[config.mk]
export PLATFORM = sky130hd
export DESIGN_NAME = mobius_wheel_trial_division
export DESIGN_NICKNAME = d
export VERILOG_FILES = /design/src/sv/mwtd_pkg.sv /design/src/sv/mobius_wheel_trial_division.sv /design/src/sv/mwtd_ctrl.sv /design/src/sv/mwtd_dp.sv
export SDC_FILE = /design/constraint.sdc
export NUM_CORES = 1
export LEC_CHECK = 0
export ABC_CLOCK_PERIOD_IN_PS = 16200
export BUFFER_PORTS_ARGS = -buffer_cell sky130_fd_sc_hd__buf_4
export CAP_MARGIN = 20
export CORE_MARGIN = 2
export CORE_UTILIZATION = 35
export CTS_BUF_LIST = sky130_fd_sc_hd__clkbuf_4 sky130_fd_sc_hd__clkbuf_8
export DETAILED_ROUTE_END_ITERATION = 8
export PLACE_DENSITY = 0.57
export SLEW_MARGIN = 30
export SYNTH_ARGS = -nofsm -noshare
export SYNTH_HDL_FRONTEND = slang
export SYNTH_SLANG_ARGS = --single-unit
[constraint.sdc]
create_clock -name i_clk -period 16.2 [get_ports i_clk]
set_input_delay 1.62 -clock i_clk [delete_from_list [all_inputs] [get_ports i_clk]]
set_output_delay 1.62 -clock i_clk [all_outputs]
set_load 0.1 [all_outputs]
[src/sv/mwtd_pkg.sv]
// Package for the Mobius wheel trial division block.
// Holds the wheel step table, state codes and controller/datapath bundles.
// No dependencies.
package mwtd_pkg;

    localparam int unsigned VALUE_WIDTH_DEF = 32;

    localparam logic [1:0] MU_ZERO = 2'b00;
    localparam logic [1:0] MU_POS  = 2'b01;
    localparam logic [1:0] MU_NEG  = 2'b11;

    // One-hot controller states.
    typedef enum logic [5:0] {
        S_IDLE  = 6'b000001,
        S_CHECK = 6'b000010,
        S_DIV   = 6'b000100,
        S_EVAL  = 6'b001000,
        S_SQ    = 6'b010000,
        S_DONE  = 6'b100000
    } t_state;

    // Commands from controller to datapath.
    typedef struct packed {
        logic load;      // capture input, reset divisor sequence
        logic div_start; // start m / d
        logic take_quo;  // replace m by quotient, flip sign
        logic next_d;    // advance divisor along the schedule
        logic sq_start;  // start d*d compare
    } t_cmd;

    // Status from datapath to controller.
    typedef struct packed {
        logic trivial;   // value below 2: answer known at once
        logic div_done;
        logic rem_zero;
        logic sq_done;
        logic sq_le;     // d*d <= m
        logic tail;      // divisor schedule 2,3,5 finished, wheel active
    } t_stat;

    // mod-30 wheel increments, starting from 7.
    function automatic logic [2:0] wheel_step(input logic [2:0] k);
        unique case (k)
            3'd0: wheel_step = 3'd4;
            3'd1: wheel_step = 3'd2;
            3'd2: wheel_step = 3'd4;
            3'd3: wheel_step = 3'd2;
            3'd4: wheel_step = 3'd4;
            3'd5: wheel_step = 3'd6;
            3'd6: wheel_step = 3'd2;
            default: wheel_step = 3'd6;
        endcase
    endfunction

endpackage

[src/sv/mobius_wheel_trial_division.sv]
// Top level of the Mobius wheel trial division block.
// Depends on mwtd_pkg, mwtd_ctrl and mwtd_dp.
//
//  Channel | Ports                | Transfer when
//  --------+----------------------+-------------------------------
//  input   | i_start, i_value     | i_start high and o_busy low
//  result  | o_valid, o_mu        | o_valid high (one cycle only)
//
// Values below 2 go from S_CHECK straight to S_DONE, which strobes o_valid.
// Otherwise each trial divisor costs one restoring division plus, on the wheel,
// a shift-add squaring; one divider serves every divisor up to sqrt(value).
// Reset clears the controller; the datapath holds no reset state.
// The receiver cannot stall: o_valid is a single-cycle strobe.
module mobius_wheel_trial_division #(
    parameter int unsigned VALUE_WIDTH = mwtd_pkg::VALUE_WIDTH_DEF
) (
    input  logic                          i_clk,
    input  logic                          i_rst_n,
    input  logic                          i_start,
    input  logic signed [VALUE_WIDTH-1:0] i_value,
    output logic                          o_busy,
    output logic                          o_valid,
    output logic signed [1:0]             o_mu
);
    import mwtd_pkg::*;

    t_cmd  cmd;
    t_stat stat;
    logic  zero;

    // Controller: sequence divisor trials, track repeated hits.
    mwtd_ctrl u_ctrl (
        .i_clk   (i_clk),
        .i_rst_n (i_rst_n),
        .i_start (i_start),
        .i_stat  (stat),
        .o_cmd   (cmd),
        .o_busy  (o_busy),
        .o_done  (o_valid),
        .o_zero  (zero)
    );

    // Datapath: hold remaining value, divisor, divider and squarer.
    mwtd_dp #(
        .VALUE_WIDTH (VALUE_WIDTH)
    ) u_dp (
        .i_clk   (i_clk),
        .i_value (i_value),
        .i_cmd   (cmd),
        .i_zero  (zero),
        .o_stat  (stat),
        .o_mu    (o_mu)
    );
endmodule

[src/sv/mwtd_ctrl.sv]
// Controller state machine for the Mobius wheel trial division block.
// Depends on mwtd_pkg.
module mwtd_ctrl (
    input  logic            i_clk,
    input  logic            i_rst_n,
    input  logic            i_start,
    input  mwtd_pkg::t_stat i_stat,
    output mwtd_pkg::t_cmd  o_cmd,
    output logic            o_busy,
    output logic            o_done,
    output logic            o_zero
);
    import mwtd_pkg::*;

    t_state r_state, n_state;
    logic   r_hit, n_hit;   // current divisor divided once already
    logic   r_zero, n_zero;

    always_ff @(posedge i_clk) begin
        if (!i_rst_n) begin
            r_state <= S_IDLE;
            r_hit   <= 1'b0;
            r_zero  <= 1'b0;
        end else begin
            r_state <= n_state;
            r_hit   <= n_hit;
            r_zero  <= n_zero;
        end
    end

    always_comb begin
        n_state = r_state;
        n_hit   = r_hit;
        n_zero  = r_zero;
        o_cmd   = '0;
        unique case (r_state)
            S_IDLE: begin
                if (i_start) begin
                    o_cmd.load = 1'b1;
                    n_hit      = 1'b0;
                    n_zero     = 1'b0;
                    n_state    = S_CHECK;
                end
            end
            S_CHECK: begin
                if (i_stat.trivial) begin
                    n_state = S_DONE;
                end else begin
                    o_cmd.div_start = 1'b1;
                    n_state         = S_DIV;
                end
            end
            S_DIV: begin
                if (i_stat.div_done) begin
                    n_state = S_EVAL;
                end
            end
            S_EVAL: begin
                if (i_stat.rem_zero && r_hit) begin
                    // square factor
                    n_zero  = 1'b1;
                    n_state = S_DONE;
                end else if (i_stat.rem_zero) begin
                    o_cmd.take_quo  = 1'b1;
                    o_cmd.div_start = 1'b1;
                    n_hit           = 1'b1;
                    n_state         = S_DIV;
                end else begin
                    o_cmd.next_d = 1'b1;
                    n_hit        = 1'b0;
                    n_state      = S_SQ;
                end
            end
            S_SQ: begin
                // 2,3,5 always tried; wheel divisors only while d*d <= m
                if (!i_stat.tail) begin
                    o_cmd.div_start = 1'b1;
                    n_state         = S_DIV;
                end else if (!i_stat.sq_done) begin
                    o_cmd.sq_start = 1'b1;
                end else if (i_stat.sq_le) begin
                    o_cmd.div_start = 1'b1;
                    n_state         = S_DIV;
                end else begin
                    n_state = S_DONE;
                end
            end
            S_DONE: begin
                n_state = S_IDLE;
            end
            default: n_state = S_IDLE;
        endcase
    end

    assign o_busy = (r_state != S_IDLE);
    assign o_done = (r_state == S_DONE);
    assign o_zero = r_zero;
endmodule

[src/sv/mwtd_dp.sv]
// Datapath for the Mobius wheel trial division block: remaining value, divisor,
// radix-2 restoring divider, serial squarer and sign. Depends on mwtd_pkg.
module mwtd_dp #(
    parameter int unsigned VALUE_WIDTH = mwtd_pkg::VALUE_WIDTH_DEF
) (
    input  logic                          i_clk,
    input  logic signed [VALUE_WIDTH-1:0] i_value,
    input  mwtd_pkg::t_cmd                i_cmd,
    input  logic                          i_zero,
    output mwtd_pkg::t_stat               o_stat,
    output logic signed [1:0]             o_mu
);
    import mwtd_pkg::*;

    localparam int unsigned W  = VALUE_WIDTH;
    localparam int unsigned DW = (W + 1) / 2 + 1;   // divisor never exceeds sqrt range
    localparam int unsigned CW = $clog2(W + 1);
    localparam int unsigned SW = 2 * DW;

    logic [W-1:0]  r_m;
    logic [DW-1:0] r_d;
    logic [2:0]    r_k;
    logic [1:0]    r_phase;   // 0:2 1:3 2:5 3:wheel
    logic          r_neg;
    logic          r_trivial;
    logic          r_pos_one;

    // divider
    logic [W-1:0]  r_quo, r_rem;
    logic [CW-1:0] r_dcnt;
    logic          r_dbusy, r_ddone;
    logic [W:0]    trial;

    // squarer: shift-add
    logic [SW-1:0] r_acc, r_mcand;
    logic [DW-1:0] r_mplier;
    logic          r_sbusy, r_sdone;

    logic [W-1:0] dext;
    assign dext  = W'(r_d);
    assign trial = {r_rem, r_quo[W-1]} - {1'b0, dext};

    always_ff @(posedge i_clk) begin
        if (i_cmd.load) begin
            r_m       <= i_value;
            r_d       <= DW'(2);
            r_k       <= '0;
            r_phase   <= '0;
            r_neg     <= 1'b0;
            r_trivial <= i_value[W-1] || (i_value[W-1:1] == '0);
            r_pos_one <= (i_value == W'(1));
        end else begin
            if (i_cmd.take_quo) begin
                r_m   <= r_quo;
                r_neg <= !r_neg;
            end
            if (i_cmd.next_d) begin
                unique case (r_phase)
                    2'd0: r_d <= DW'(3);
                    2'd1: r_d <= DW'(5);
                    2'd2: r_d <= DW'(7);
                    default: begin
                        r_d <= r_d + DW'(wheel_step(r_k));
                        r_k <= r_k + 3'd1;
                    end
                endcase
                if (r_phase != 2'd3) begin
                    r_phase <= r_phase + 2'd1;
                end
            end
        end
    end

    // Restoring divider, one quotient bit per cycle.
    always_ff @(posedge i_clk) begin
        r_ddone <= 1'b0;
        if (i_cmd.load) begin
            r_dbusy <= 1'b0;
        end else if (i_cmd.div_start) begin
            r_quo   <= i_cmd.take_quo ? r_quo : r_m;
            r_rem   <= '0;
            r_dcnt  <= CW'(W);
            r_dbusy <= 1'b1;
        end else if (r_dbusy) begin
            if (!trial[W]) begin
                r_rem <= trial[W-1:0];
                r_quo <= {r_quo[W-2:0], 1'b1};
            end else begin
                r_rem <= {r_rem[W-2:0], r_quo[W-1]};
                r_quo <= {r_quo[W-2:0], 1'b0};
            end
            r_dcnt <= r_dcnt - CW'(1);
            if (r_dcnt == CW'(1)) begin
                r_dbusy <= 1'b0;
                r_ddone <= 1'b1;
            end
        end
    end

    // Serial squarer for the d*d <= m loop test.
    always_ff @(posedge i_clk) begin
        if (i_cmd.load || i_cmd.next_d) begin
            r_sbusy <= 1'b0;
            r_sdone <= 1'b0;
        end else if (i_cmd.sq_start && !r_sbusy) begin
            r_acc    <= '0;
            r_mcand  <= SW'(r_d);
            r_mplier <= r_d;
            r_sbusy  <= 1'b1;
        end else if (r_sbusy) begin
            if (r_mplier[0]) begin
                r_acc <= r_acc + r_mcand;
            end
            r_mcand  <= r_mcand << 1;
            r_mplier <= r_mplier >> 1;
            if (r_mplier[DW-1:1] == '0) begin
                r_sbusy <= 1'b0;
                r_sdone <= 1'b1;
            end
        end
    end

    // The retake of the quotient after a hit divides the new m: r_quo holds it.
    always_comb begin
        o_stat          = '0;
        o_stat.trivial  = r_trivial;
        o_stat.div_done = r_ddone;
        o_stat.rem_zero = (r_rem == '0);
        o_stat.sq_done  = r_sdone;
        o_stat.sq_le    = ((r_acc + SW'(r_mplier[0] ? r_mcand : '0)) <= SW'(r_m))
                          && !r_sbusy;
        o_stat.tail     = (r_phase == 2'd3);
    end

    always_comb begin
        priority if (r_trivial) begin
            o_mu = r_pos_one ? MU_POS : MU_ZERO;
        end else if (i_zero) begin
            o_mu = MU_ZERO;
        end else begin
            // leftover m above 1 flips once more
            o_mu = ((r_m != W'(1)) ^ r_neg) ? MU_NEG : MU_POS;
        end
    end
endmodule
==> impl_metrics.csv <==
group,metric,value,unit
pwr,power_leakage,6.53,nW
drt,detail-route-antenna-nets,0,
clocking,cts_tree,"built",
timing,max_clock_freq,136,MHz
clocking,postCtsHoldBufs,0,
critical_path,endpoint,"u_dp.r_rem[29]",
synth,synth_xor_area_share,5.81,%
synth,synth_ff_type,"edfxtp_1",
die,die_area,43900,µm²
clocking,clkTransAtPathRegs,0.06,ns
run,cap_viol_max_count,0,
critical_path,cp-end-kind,"flip-flop",
critical_path,rr_startpoint,"u_dp.r_mplier[0]",
clocking,cts_buffers,40,
timing,finalClockSkew,0.0380,ns
timing,slew_headroom,39.6,%
grt,overflow,0,
critical_path,arrival,7.62,ns
synth,synth_simple_gate_area_share,18.6,%
synth,async_flop_share,0,%
drt,routed-via-count,11300,
clocking,clkLatencyLatePin,0.58,ns
placement,gp_congestion,0.872,
synth,syn-instance-count,1579,
die,die_x,209,µm
synth,synth_seq_cells,224,
critical_path,slowest_stage,"edfxtp_1",
critical_path,cp_max_fo,74,
drt,drc_errors,0,
grt,grt_usage,15.8,%
placement,port_buffers,38,
clocking,cts_resized,0,
die,core_area,41900,µm²
timing,worst_slew_pin_slew,0.899,ns
timing,hold_viol,0,
synth,yosysSeqAreaShare,41.0,%
pwr,ir_drop,0.0577,mV
clocking,cts_max_path_buffers,3,
critical_path,rr_endpoint,"u_dp.r_rem[29]",
drt,totalWireLength,34.5,mm
synth,synth_top_family_by_area,"simple AND/OR/NAND/NOR gates",
synth,synth_edf_count,157,
min_path,hold_class,"flip-flop to flip-flop",
clocking,cts-htree-levels,2,
critical_path,crit_chain,"nand2_1 -> inv_1 -> ha_1 -> a21oi_1 -> o211ai_1 -> a221oi_1 -> a21oi_1 -> a21oi_1 -> a211o_1 -> a21boi_0 -> o21a_1 -> o41ai_1 -> xnor2_1 -> ha_1 -> or3_1 -> a221oi_1 -> o211ai_1 -> a21oi_1 -> a21boi_0 -> a211o_1 -> o21ai_4 -> buf_6 -> o21a_4 -> buf_12",
cells_and_area,layout.area.seq,6060,µm²
cells_and_area,syn_to_final_growth,11.9,%
synth,synthMuxAreaShare,5.57,%
clocking,cts_root_buf,"clkbuf_8",
timing,worst_slack,8.84,ns
cells_and_area,layout-drive-gt1-share,8.45,%
critical_path,timing.critical_path.mode_cell,"a21oi_1",
cells_and_area,antennaDiodeCount,0,
critical_path,critical_path_required,16.47,ns
cells_and_area,finalNonFillerCells,2196,
pwr,powerDensity,94.5,nW/µm²
clocking,post_cts_buffers,0,
synth,synthAdderAreaFrac,11.2,%
timing,post-route-min-period,7.36,ns
cells_and_area,fillers,4177,
drt,drt_iter0_drc,647,
synth,ys_warn_count,0,
synth,synth_cell_type_count,65,
synth,synth_nets,1744,
die,start_util,35.3,%
grt,grt_pass1_wl,56.6,mm
grt,antenna_found_initial,0,
critical_path,start_kind,"flip-flop",
die,rows,75,
grt,grt_pass1_vias,11300,
drt,dr.pass1.iters,5,
critical_path,critPathMaxStageDelay,0.88,ns
cells_and_area,final_common_cell,"nor2_1",
synth,synth_compound_area_share,13.4,%
placement,dp_cells,2122,
status,outcome,"finished, final reports clean",
critical_path,ff2ff_path_depth,24,
die,die_h,209,µm
timing,finalSetupViolCount,0,
synth,syn_avg_cell_area,9.36,µm²
grt,grt_max_degree,75,
critical_path,crit_type,"flip-flop to flip-flop",
drt,viasPerCell,5.14,
timing,setup_tns,0,ns
synth,syn_area,14800,µm²
die,ioPinCount,39,
cells_and_area,nets,1790,
timing,slew_violations,0,
drt,wl_per_cell,15.7,µm
timing,min_period_over_period,45.4,%
placement,place_hpwl,25.2,mm
clocking,cts_num_sinks,224,
critical_path,crit_start,"u_dp.r_mplier[0]",
placement,place_ws,8.50,ns
cells_and_area,final_cell_mix,"nor2_1 (175), edfxtp_1 (157), nand2_1 (137)",
timing,rsz0062_at_grt,"no",
cells_and_area,multi_input_area,8110,µm²
critical_path,rrSetupSlack,8.84,ns
worst max-delay path, delay by kind of cell, from the launching register on:
kind                     cells  cell delay (ns)
AO/OA/AOI/OAI               16             4.03
buffers and inverters        3             0.97
flip-flops                   1             0.88
AND/OR/NAND/NOR              2             0.56
adder cells (fa/ha/maj)      2             0.43
XOR/XNOR                     1             0.12
cells by family (layout without fill, tap and decap cells):
group	count (synthesis)	in the layout
compound gates	315	315
xor+xnor	98	98
fa+ha+maj	130	130
buf+inv	172	250
flops	224	224
mux	82	82
simple gates	558	558
cell type report:
cell class              count  share of cell area, %
multi-input cells        1183                   49.0
clock inverters             9                  0.477
inverters                 129                   2.94
clock buffers              65                   4.62
repair buffers             47                   2.23
well taps                 539                   4.08
flip-flops and latches    224                   36.6
Yosys cell counts (all sizes together), types with 8 or more instances:
cell | n | share of area (%)
xor2 | 30 | 1.8
o21ai | 56 | 1.9
xnor2 | 68 | 4.0
clkbuf | 26 | 0.66
o21bai | 14 | 0.71
inv | 129 | 3.3
and3 | 8 | 0.34
and2 | 57 | 2.4
nor2b | 18 | 0.76
nand4 | 25 | 1.1
dfxtp | 67 | 9.1
a21oi | 116 | 3.9
ha | 126 | 11
nor3 | 27 | 0.98
edfxtp | 157 | 32
nand2 | 138 | 3.5
a21o | 38 | 1.9
or3 | 8 | 0.34
nand3 | 22 | 0.75
nor2 | 176 | 4.5
mux2i | 80 | 5.4
o21a | 19 | 0.97
o211ai | 9 | 0.46
a211oi | 13 | 0.66
nand2b | 19 | 0.80
nor4 | 30 | 1.3
buf | 17 | 0.57
worst min path at each step:
stage / endpoint / from / depth (start not counted)
after floorplan: u_ctrl.o_zero / u_ctrl.o_zero / 2
after global placement: u_ctrl.o_zero / u_ctrl.o_zero / 2
after detailed placement: u_ctrl.o_zero / u_ctrl.o_zero / 2
after CTS: u_ctrl.o_zero / u_ctrl.o_zero / 2
after global routing: u_ctrl.o_zero / u_ctrl.o_zero / 2
final: u_ctrl.o_zero / u_ctrl.o_zero / 2
state kept, by name (all words and copies together) (netlist names):
signal	cells
u_dp.r_acc	34
u_dp.r_mcand	34
u_dp.r_m	32
u_dp.r_quo	32
u_dp.r_rem	32
u_dp.r_d	17
u_dp.r_mplier	17
u_ctrl.r_state	6
u_dp.r_dcnt	6
u_dp.r_k	3
u_dp.r_phase	2
u_ctrl.o_zero	1
u_ctrl.r_hit	1
u_dp.r_dbusy	1
u_dp.r_ddone	1
u_dp.r_neg	1
u_dp.r_pos_one	1
u_dp.r_sbusy	1
u_dp.r_sdone	1
u_dp.r_trivial	1
layer usage:
layer / share of wire [%] / vias up / GRT usage, %
met1: 46 / 5322 / 19.9
li1: - / 5738 / -
met5: 0 / - / 0
met3: 4.1 / 42 / 2.84
met2: 49 / 195 / 27.7
met4: 1.8 / 0 / 4.35
metrics by stage:
step | hold WS, ns | instance area (µm²) | power, W | util, %
final | 0.473 | 16500 | 0.00156 | 39.5
after global routing | 0.515 | 16500 | 0.00165 | 39.5
after CTS | 0.476 | 16500 | 0.00158 | 39.5
after detailed placement | 0.467 | 15700 | 0.00102 | 37.5
after global placement | 0.463 | 15700 | 0.00101 | 37.4
after floorplan | 0.447 | 14800 | 0.000928 | -
where the power goes:
part           leakage (nW)  internal [W]  total (W)  switching (W)
Sequential             1.85      0.000673   0.000725      0.0000523
Clock                 0.450      0.000316   0.000558       0.000242
Combinational          4.22      0.000115   0.000279       0.000164
Note: power is estimated with default switching activity, not from simulation.
